===== src/hw/rtl/u8d_pkg.sv =====
// ----------------------------------------------------------------------------
// u8d_pkg
// Shared types and constants of the UTF-8 stream decoder.
// ----------------------------------------------------------------------------
package u8d_pkg;

  localparam int ByteW      = 8;
  localparam int CodeW      = 21;
  localparam int PendW      = 2;
  localparam int FifoDepth  = 4;
  localparam int FifoAw     = $clog2(FifoDepth);
  localparam int FifoCntW   = $clog2(FifoDepth + 1);

  localparam logic [ByteW-1:0] AsciiLimit = 8'h80;
  localparam logic [ByteW-1:0] Lead2Lo    = 8'hc2;
  localparam logic [ByteW-1:0] Lead2Hi    = 8'hdf;
  localparam logic [ByteW-1:0] Lead3Lo    = 8'he0;
  localparam logic [ByteW-1:0] Lead3Hi    = 8'hef;
  localparam logic [ByteW-1:0] Lead4Lo    = 8'hf0;
  localparam logic [ByteW-1:0] Lead4Hi    = 8'hf4;
  localparam logic [ByteW-1:0] Mask2      = 8'h1f;
  localparam logic [ByteW-1:0] Mask3      = 8'h0f;
  localparam logic [ByteW-1:0] Mask4      = 8'h07;
  localparam logic [ByteW-1:0] MaskCont   = 8'h3f;
  localparam logic [ByteW-1:0] NulByte    = 8'h00;

  localparam logic [PendW-1:0] PendNone   = 2'd0;
  localparam logic [PendW-1:0] PendOne    = 2'd1;
  localparam logic [PendW-1:0] PendTwo    = 2'd2;
  localparam logic [PendW-1:0] PendThree  = 2'd3;

  localparam logic [1:0] WrNone = 2'd0;
  localparam logic [1:0] WrOne  = 2'd1;
  localparam logic [1:0] WrTwo  = 2'd2;

  typedef struct packed {
    logic [CodeW-1:0] code_point;
    logic             truncated;
    logic             string_end;
  } result_t;

  typedef struct packed {
    logic [1:0] count;
    result_t    first;
    result_t    second;
  } wr_t;

  typedef struct packed {
    logic room;
  } fifo_status_t;

endpackage


===== src/hw/rtl/u8d_byte_if.sv =====
// ----------------------------------------------------------------------------
// u8d_byte_if
// Byte channel of the UTF-8 stream decoder.
// ----------------------------------------------------------------------------
interface u8d_byte_if;
  logic                      valid;
  logic                      ready;
  logic [u8d_pkg::ByteW-1:0] byte_in;

  modport source (output valid, output byte_in, input ready);
  modport sink   (input valid, input byte_in, output ready);
endinterface


===== src/hw/rtl/u8d_code_if.sv =====
// ----------------------------------------------------------------------------
// u8d_code_if
// Code point channel of the UTF-8 stream decoder.
// ----------------------------------------------------------------------------
interface u8d_code_if;
  logic                      valid;
  logic                      ready;
  logic [u8d_pkg::CodeW-1:0] code_point;
  logic                      truncated;
  logic                      string_end;

  modport source (output valid, output code_point, output truncated, output string_end,
                  input ready);
  modport sink   (input valid, input code_point, input truncated, input string_end,
                  output ready);
endinterface


===== src/hw/rtl/u8d_decode.sv =====
// ----------------------------------------------------------------------------
// u8d_decode
// Input register, decoder state and the per-byte decode into result writes.
// ----------------------------------------------------------------------------
module u8d_decode (
  input  logic                  clk,
  input  logic                  rst,
  u8d_byte_if.sink              bytes,
  input  u8d_pkg::fifo_status_t status,
  output u8d_pkg::wr_t          wr
);

  logic                              valid_q;
  logic [u8d_pkg::ByteW-1:0]         byte_q;
  logic [u8d_pkg::PendW-1:0]         pending;
  logic [u8d_pkg::PendW-1:0]         pending_next;
  logic [u8d_pkg::CodeW-1:0]         partial;
  logic [u8d_pkg::CodeW-1:0]         partial_next;
  logic [u8d_pkg::CodeW-1:0]         cont_code;
  logic [u8d_pkg::CodeW-1:0]         byte_code;
  logic                              advance;
  u8d_pkg::wr_t                      wr_raw;

  assign advance     = valid_q && status.room;
  assign bytes.ready = !valid_q || status.room;

  assign cont_code = {partial[u8d_pkg::CodeW-7:0], byte_q[5:0]};
  assign byte_code = {{(u8d_pkg::CodeW-u8d_pkg::ByteW){1'b0}}, byte_q};

  always_comb begin
    wr_raw       = '0;
    pending_next = pending;
    partial_next = partial;
    if (byte_q == u8d_pkg::NulByte) begin
      pending_next = u8d_pkg::PendNone;
      partial_next = '0;
      if (pending != u8d_pkg::PendNone) begin
        wr_raw.count  = u8d_pkg::WrTwo;
        wr_raw.first  = '{code_point: partial, truncated: 1'b1, string_end: 1'b0};
        wr_raw.second = '{code_point: '0, truncated: 1'b0, string_end: 1'b1};
      end else begin
        wr_raw.count = u8d_pkg::WrOne;
        wr_raw.first = '{code_point: '0, truncated: 1'b0, string_end: 1'b1};
      end
    end else if (pending != u8d_pkg::PendNone) begin
      pending_next = pending - u8d_pkg::PendOne;
      if (pending == u8d_pkg::PendOne) begin
        wr_raw.count = u8d_pkg::WrOne;
        wr_raw.first = '{code_point: cont_code, truncated: 1'b0, string_end: 1'b0};
        partial_next = '0;
      end else begin
        partial_next = cont_code;
      end
    end else if (byte_q < u8d_pkg::AsciiLimit) begin
      wr_raw.count = u8d_pkg::WrOne;
      wr_raw.first = '{code_point: byte_code, truncated: 1'b0, string_end: 1'b0};
    end else if (byte_q >= u8d_pkg::Lead2Lo && byte_q <= u8d_pkg::Lead2Hi) begin
      pending_next = u8d_pkg::PendOne;
      partial_next = {{(u8d_pkg::CodeW-u8d_pkg::ByteW){1'b0}}, byte_q & u8d_pkg::Mask2};
    end else if (byte_q >= u8d_pkg::Lead3Lo && byte_q <= u8d_pkg::Lead3Hi) begin
      pending_next = u8d_pkg::PendTwo;
      partial_next = {{(u8d_pkg::CodeW-u8d_pkg::ByteW){1'b0}}, byte_q & u8d_pkg::Mask3};
    end else if (byte_q >= u8d_pkg::Lead4Lo && byte_q <= u8d_pkg::Lead4Hi) begin
      pending_next = u8d_pkg::PendThree;
      partial_next = {{(u8d_pkg::CodeW-u8d_pkg::ByteW){1'b0}}, byte_q & u8d_pkg::Mask4};
    end else begin
      wr_raw.count = u8d_pkg::WrOne;
      wr_raw.first = '{code_point: byte_code, truncated: 1'b0, string_end: 1'b0};
    end
  end

  always_comb begin
    wr = wr_raw;
    if (!advance) begin
      wr.count = u8d_pkg::WrNone;
    end
  end

  always_ff @(posedge clk) begin
    if (rst) begin
      valid_q <= 1'b0;
      pending <= u8d_pkg::PendNone;
      partial <= '0;
    end else begin
      if (advance) begin
        pending <= pending_next;
        partial <= partial_next;
      end
      if (bytes.ready) begin
        valid_q <= bytes.valid;
      end
    end
  end

  always_ff @(posedge clk) begin
    if (bytes.ready && bytes.valid) begin
      byte_q <= bytes.byte_in;
    end
  end

  a_write_has_room: assert property (@(posedge clk) disable iff (rst)
    (wr.count != u8d_pkg::WrNone) |-> status.room)
    else $error("result write without room");

  a_pair_is_trunc_then_end: assert property (@(posedge clk) disable iff (rst)
    (wr.count == u8d_pkg::WrTwo) |->
      (wr.first.truncated && !wr.first.string_end && wr.second.string_end))
    else $error("result pair out of order");

  a_nul_clears_state: assert property (@(posedge clk) disable iff (rst)
    (advance && byte_q == u8d_pkg::NulByte) |=>
      (pending == u8d_pkg::PendNone && partial == '0))
    else $error("state not cleared after terminator");

endmodule


===== src/hw/rtl/u8d_result_fifo.sv =====
// ----------------------------------------------------------------------------
// u8d_result_fifo
// Result queue: takes up to two results a cycle, hands one out a cycle while the receiver is ready.
// ----------------------------------------------------------------------------
module u8d_result_fifo (
  input  logic                  clk,
  input  logic                  rst,
  input  u8d_pkg::wr_t          wr,
  output u8d_pkg::fifo_status_t status,
  u8d_code_if.source            codes
);

  u8d_pkg::result_t                  mem [u8d_pkg::FifoDepth];
  logic [u8d_pkg::FifoAw-1:0]        wr_ptr;
  logic [u8d_pkg::FifoAw-1:0]        rd_ptr;
  logic [u8d_pkg::FifoAw-1:0]        wr_ptr_1;
  logic [u8d_pkg::FifoCntW-1:0]      count;
  logic [u8d_pkg::FifoCntW-1:0]      count_next;
  logic                              pop;
  u8d_pkg::result_t                  head;

  assign wr_ptr_1    = wr_ptr + 1'b1;
  assign pop         = codes.valid && codes.ready;
  assign status.room = count <= u8d_pkg::FifoCntW'(u8d_pkg::FifoDepth - 2);

  assign head             = mem[rd_ptr];
  assign codes.valid      = count != '0;
  assign codes.code_point = head.code_point;
  assign codes.truncated  = head.truncated;
  assign codes.string_end = head.string_end;

  assign count_next = count + u8d_pkg::FifoCntW'(wr.count) - u8d_pkg::FifoCntW'(pop);

  always_ff @(posedge clk) begin
    if (rst) begin
      wr_ptr <= '0;
      rd_ptr <= '0;
      count  <= '0;
    end else begin
      wr_ptr <= wr_ptr + u8d_pkg::FifoAw'(wr.count);
      if (pop) begin
        rd_ptr <= rd_ptr + 1'b1;
      end
      count <= count_next;
    end
  end

  always_ff @(posedge clk) begin
    if (wr.count != u8d_pkg::WrNone) begin
      mem[wr_ptr] <= wr.first;
    end
    if (wr.count == u8d_pkg::WrTwo) begin
      mem[wr_ptr_1] <= wr.second;
    end
  end

  a_no_overflow: assert property (@(posedge clk) disable iff (rst)
    count <= u8d_pkg::FifoCntW'(u8d_pkg::FifoDepth))
    else $error("result queue overflow");

  a_count_tracks_ptrs: assert property (@(posedge clk) disable iff (rst)
    (count != u8d_pkg::FifoCntW'(u8d_pkg::FifoDepth)) |->
      (wr_ptr - rd_ptr == u8d_pkg::FifoAw'(count)))
    else $error("queue count and pointers disagree");

  a_count_step: assert property (@(posedge clk) disable iff (rst)
    1'b1 |=> (count == $past(count_next)))
    else $error("queue count update lost");

endmodule


===== src/hw/rtl/utf8_stream_decoder.sv =====
// ----------------------------------------------------------------------------
// utf8_stream_decoder
// Decodes a NUL-terminated UTF-8 byte stream into code point results.
//
// bytes: one string byte per request (byte_in); a zero byte ends the string.
// codes: one result per request (code_point, truncated, string_end).
// A byte is taken into an input register, decoded from there and its
// results written into a four-entry result queue, whose head drives codes.
// Throughput: one byte per cycle while the queue has room; a zero byte that
// cuts a character short yields two results, which leave the queue in turn.
// The input is ready whenever the input register is empty or the queue has
// room for two results, so a stalled receiver holds bytes back only once
// the queue holds more than two results; nothing is dropped.
// Reset clears the input register, the queue and the pending character;
// the first byte after reset, or after a terminator, starts a new string.
// ----------------------------------------------------------------------------
module utf8_stream_decoder (
  input  logic       clk,
  input  logic       rst,
  u8d_byte_if.sink   bytes,
  u8d_code_if.source codes
);

  u8d_pkg::wr_t          wr;
  u8d_pkg::fifo_status_t status;

  u8d_decode u_decode (
    .clk    (clk),
    .rst    (rst),
    .bytes  (bytes),
    .status (status),
    .wr     (wr)
  );

  u8d_result_fifo u_fifo (
    .clk    (clk),
    .rst    (rst),
    .wr     (wr),
    .status (status),
    .codes  (codes)
  );

endmodule


===== src/flat_wrapper.sv =====
// flat-port wrapper written by rule: the top's interface ports become plain ports
module utf8_stream_decoder_flat 
  (clk, rst, bytes_valid, bytes_byte_in, bytes_ready, codes_valid, codes_code_point, codes_truncated, codes_string_end, codes_ready);
  u8d_byte_if bytes_i ();
  u8d_code_if codes_i ();
  input  logic clk;
  input  logic rst;
  input wire logic [$bits(bytes_i.valid)-1:0] bytes_valid;
  input wire logic [$bits(bytes_i.byte_in)-1:0] bytes_byte_in;
  output wire logic [$bits(bytes_i.ready)-1:0] bytes_ready;
  output wire logic [$bits(codes_i.valid)-1:0] codes_valid;
  output wire logic [$bits(codes_i.code_point)-1:0] codes_code_point;
  output wire logic [$bits(codes_i.truncated)-1:0] codes_truncated;
  output wire logic [$bits(codes_i.string_end)-1:0] codes_string_end;
  input wire logic [$bits(codes_i.ready)-1:0] codes_ready;
  assign bytes_i.valid = bytes_valid;
  assign bytes_i.byte_in = bytes_byte_in;
  assign bytes_ready = bytes_i.ready;
  assign codes_valid = codes_i.valid;
  assign codes_code_point = codes_i.code_point;
  assign codes_truncated = codes_i.truncated;
  assign codes_string_end = codes_i.string_end;
  assign codes_i.ready = codes_ready;
  utf8_stream_decoder u_core (.clk(clk), .rst(rst), .bytes(bytes_i), .codes(codes_i));
endmodule

===== config.mk =====
export PLATFORM = sky130hd
export DESIGN_NAME = utf8_stream_decoder_flat
export DESIGN_NICKNAME = d
export VERILOG_FILES = /design/src/hw/rtl/u8d_pkg.sv /design/src/hw/rtl/u8d_byte_if.sv /design/src/hw/rtl/u8d_code_if.sv /design/src/hw/rtl/u8d_decode.sv /design/src/hw/rtl/u8d_result_fifo.sv /design/src/hw/rtl/utf8_stream_decoder.sv /design/src/flat_wrapper.sv
export SDC_FILE = /design/constraint.sdc
export NUM_CORES = 1
export LEC_CHECK = 0
export BUFFER_PORTS_ARGS = -buffer_cell sky130_fd_sc_hd__buf_2
export CORE_MARGIN = 1
export CORE_UTILIZATION = 55
export CTS_BUF_LIST = sky130_fd_sc_hd__clkbuf_16
export CTS_CLUSTER_DIAMETER = 30
export CTS_CLUSTER_SIZE = 20
export DETAILED_ROUTE_END_ITERATION = 10
export PLACE_DENSITY = 0.83
export SYNTH_ARGS = -nofsm -noshare
export SYNTH_HDL_FRONTEND = slang
export SYNTH_SLANG_ARGS = --single-unit

===== constraint.sdc =====
create_clock -name clk -period 3.1 [get_ports clk]
set_clock_uncertainty 0.05 [all_clocks]
set_input_delay 0 -clock clk [delete_from_list [all_inputs] [get_ports clk]]
set_output_delay 0 -clock clk [all_outputs]
set_load 0.05 [all_outputs]

==> metrics <==
cell area after synthesis=0.00613 mm2; vias in the first global route=5074; Static Leak=3.13 nW; number of CTS-inserted buffers=17; kind of critical path=reg -> reg; Synth cell types=55; Remaining Overflow, GRT=0; CTS max path bufs=2; Vert. Die Dim=108 um; Synth top cells by count=121 x dfxtp_1, 108 x nand2_1, 80 x mux2i_1; Main synth FF type=dfxtp_1; DP Wirelength=10.1 mm; share of post-route cells with drive strength above 1=19.1%; number of flops mapped to enable cells by yosys=12; clock sink total=133; area leader, netlist=dfxtp_1; WL final=15.5 mm; Clock transition at path regs=0.06 ns; CTS tree=done; Max Cap Violations=0; Root Driver=clkbuf_16; PortBufs=36; largest net degree at the start of global routing=36; mean post-synth cell area=10.1 um2; CP cell instances=or4_1 -> nor2_8 -> nand2_1 -> and3_1 -> inv_1 -> ha_1 -> inv_1 -> ha_1 -> fa_1 -> xor2_2 -> xnor2_1 -> nor2_1; Worst Slack Setup Final=0.140 ns; Seq/Total Area, Yosys=45.4%; final setup fails=0; Yosys warnings=0; slew margin rel.=46.4%; dpl ws=0.0983 ns; Die W=108 um; nets=670; setup TNS=0 ns; drt first pass iters=6; DR vias=5038; drt wl/cell=19.3 um; fin crit period=2.96 ns; initial DRC count=434; Post-Syn Instances=605; cell with the most instances after synthesis=dfxtp_1; CP max FO=7; Initial Util=56.6%; top-area cell type share of the netlist area=39.5%; Area contributors post-synth=dfxtp_1 39%, mux2i_1 13%, mux4_2 8.4%; Final Hold Viols=0; arrival time at the worst endpoint=3.20 ns; worst hold path type=in -> reg; status=complete, no violations; RD Place Congestion=0.946; Worst Setup Start Kind=flop; ant diodes=0; Yosys reg bits=133; Rows=38; Worst VDD drop=0.482 mV; die area=0.0116 mm2; Syn Nets=622; Fin Hold WS=0.0136 ns; Slew @ Worst Pin=0.804 ns; WP data required=3.34 ns; Core ar.=0.0108 mm2; FILL cells=824; # IOs=37; Clk Latency, worst-skew pair=0.41 ns; max incr delay on CP=0.70 ns; # DRC=0; Crit. End Element=flop; fin util=66.2%; synthesis-to-layout area growth=16.9%; mean number of vias per cell=6.26; first-pass GRT wire length=25.3 mm; GR Util All Layers=28.8%; CTS H-tree depth=4; PnR Total Power=5.21 mW; final worst-path cycle share=95.5%; fraction of registers with async set or reset after synthesis=0%; Final Max Slew Viols=0; Fmax=0.338 GHz; RSZ-0062 raised after global routing=false; crit path max-delay cell type=or4_1; Antenna Violating Nets Remaining=0; PD cells=726 mW/mm2; initial antenna violation count=0
## placed cells by master, fill, tap and decap left out, types with 7 or more instances in the layout
cell	count
nand4_1	21
o21bai_1	8
nand2_1	108
edfxtp_1	12
nand2b_1	23
mux2i_1	80
nor2_1	14
mux4_2	23
nand3_1	7
buf_2	36
o21ai_1	20
o211ai_1	9
inv_1	15
dfxtp_1	121
a22oi_1	16
buf_4	29
clkbuf_16	18
dlygate4sd3_1	10
## repair_timing
action,in CTS,in global routing
gates resized for setup,0,2
setup buffers,0,2
endpoints found under the hold margin,14,0
hold buffers,10,0
endpoints found under the setup margin,0,1
## power by group
part	internal [mW]	total [mW]	switching (mW)
registers	1.93	2.06	0.133
logic	0.479	1.30	0.821
clock network	1.12	1.84	0.719
## metal layers
metal / wire [um] / global-route usage [%] / share of wire (%)
met5: 0 / 0 / 0
met2: 7670 / 47.3 / 49
met3: 1190 / 6.60 / 7.6
met4: 306 / 13.9 / 2.0
met1: 6350 / 35.7 / 41
## through the flow
step | area [um2] | cells
CTS | 7150 | 803
global route | 7170 | 805
finish | 7170 | 805
global placement | 6500 | 762
detailed placement | 6500 | 762
floorplan | 6130 | 605
## layout make-up
cell class | count | area [um2] | share of cell area, %
Clock buffer | 18 | 450 | 6.28
Clock inverter | 13 | 92.6 | 1.29
Inverter | 12 | 45.0 | 0.628
Multi-Input combinational cell | 413 | 3110 | 43.4
Sequential cell | 133 | 2780 | 38.8
Tap cell | 140 | 175 | 2.44
Timing Repair Buffer | 76 | 518 | 7.22
## critical path: cells and delay by family (launching register included)
kind          cells  cell delay (ns)
flops             1             0.47
fa+ha+maj         3             0.72
xor+xnor          2             0.37
simple gates      5             1.14
buf+inv           2             0.10
## registers in the layout (all words and copies together), names as in the netlist, named ones only
signal and count:
u_core.u_fifo.mem 92, u_core.u_fifo.wr_ptr 2, u_core.u_decode.pending 2, u_core.u_fifo.rd_ptr 2
u_core.u_decode.partial 21, u_core.u_fifo.count 3, u_core.u_decode.valid_q 1, u_core.u_decode.byte_q 8
## worst paths after layout
path                                              from                              endpoint  slack, ns  cells after the start
setup / recovery   u_core.u_decode.byte_q[7]$_DFFE_PP_     u_core.u_fifo.count[2]$_SDFF_PP0_       0.14                     12
hold / removal                             codes_ready                                  flop       0.01                      4
setup reg to reg   u_core.u_decode.byte_q[7]$_DFFE_PP_     u_core.u_fifo.count[2]$_SDFF_PP0_       0.14                     12
hold reg to reg   u_core.u_fifo.mem[3][1]$_SDFFE_PP0P_  u_core.u_fifo.mem[3][1]$_SDFFE_PP0P_       0.41                      2
## cells by family (layout without fill, tap and decap cells)
kind of cell | Yosys count | in the layout | share of synthesized area (%)
flops | 133 | 133 | 45.4
xor+xnor | 6 | 6 | 0.857
simple gates | 207 | 207 | 16.4
buf+inv | 59 | 119 | 4.32
fa+ha+maj | 5 | 5 | 1.14
mux | 103 | 103 | 21.5
compound gates | 92 | 92 | 10.4
Note: power is estimated with default switching activity, not from simulation.
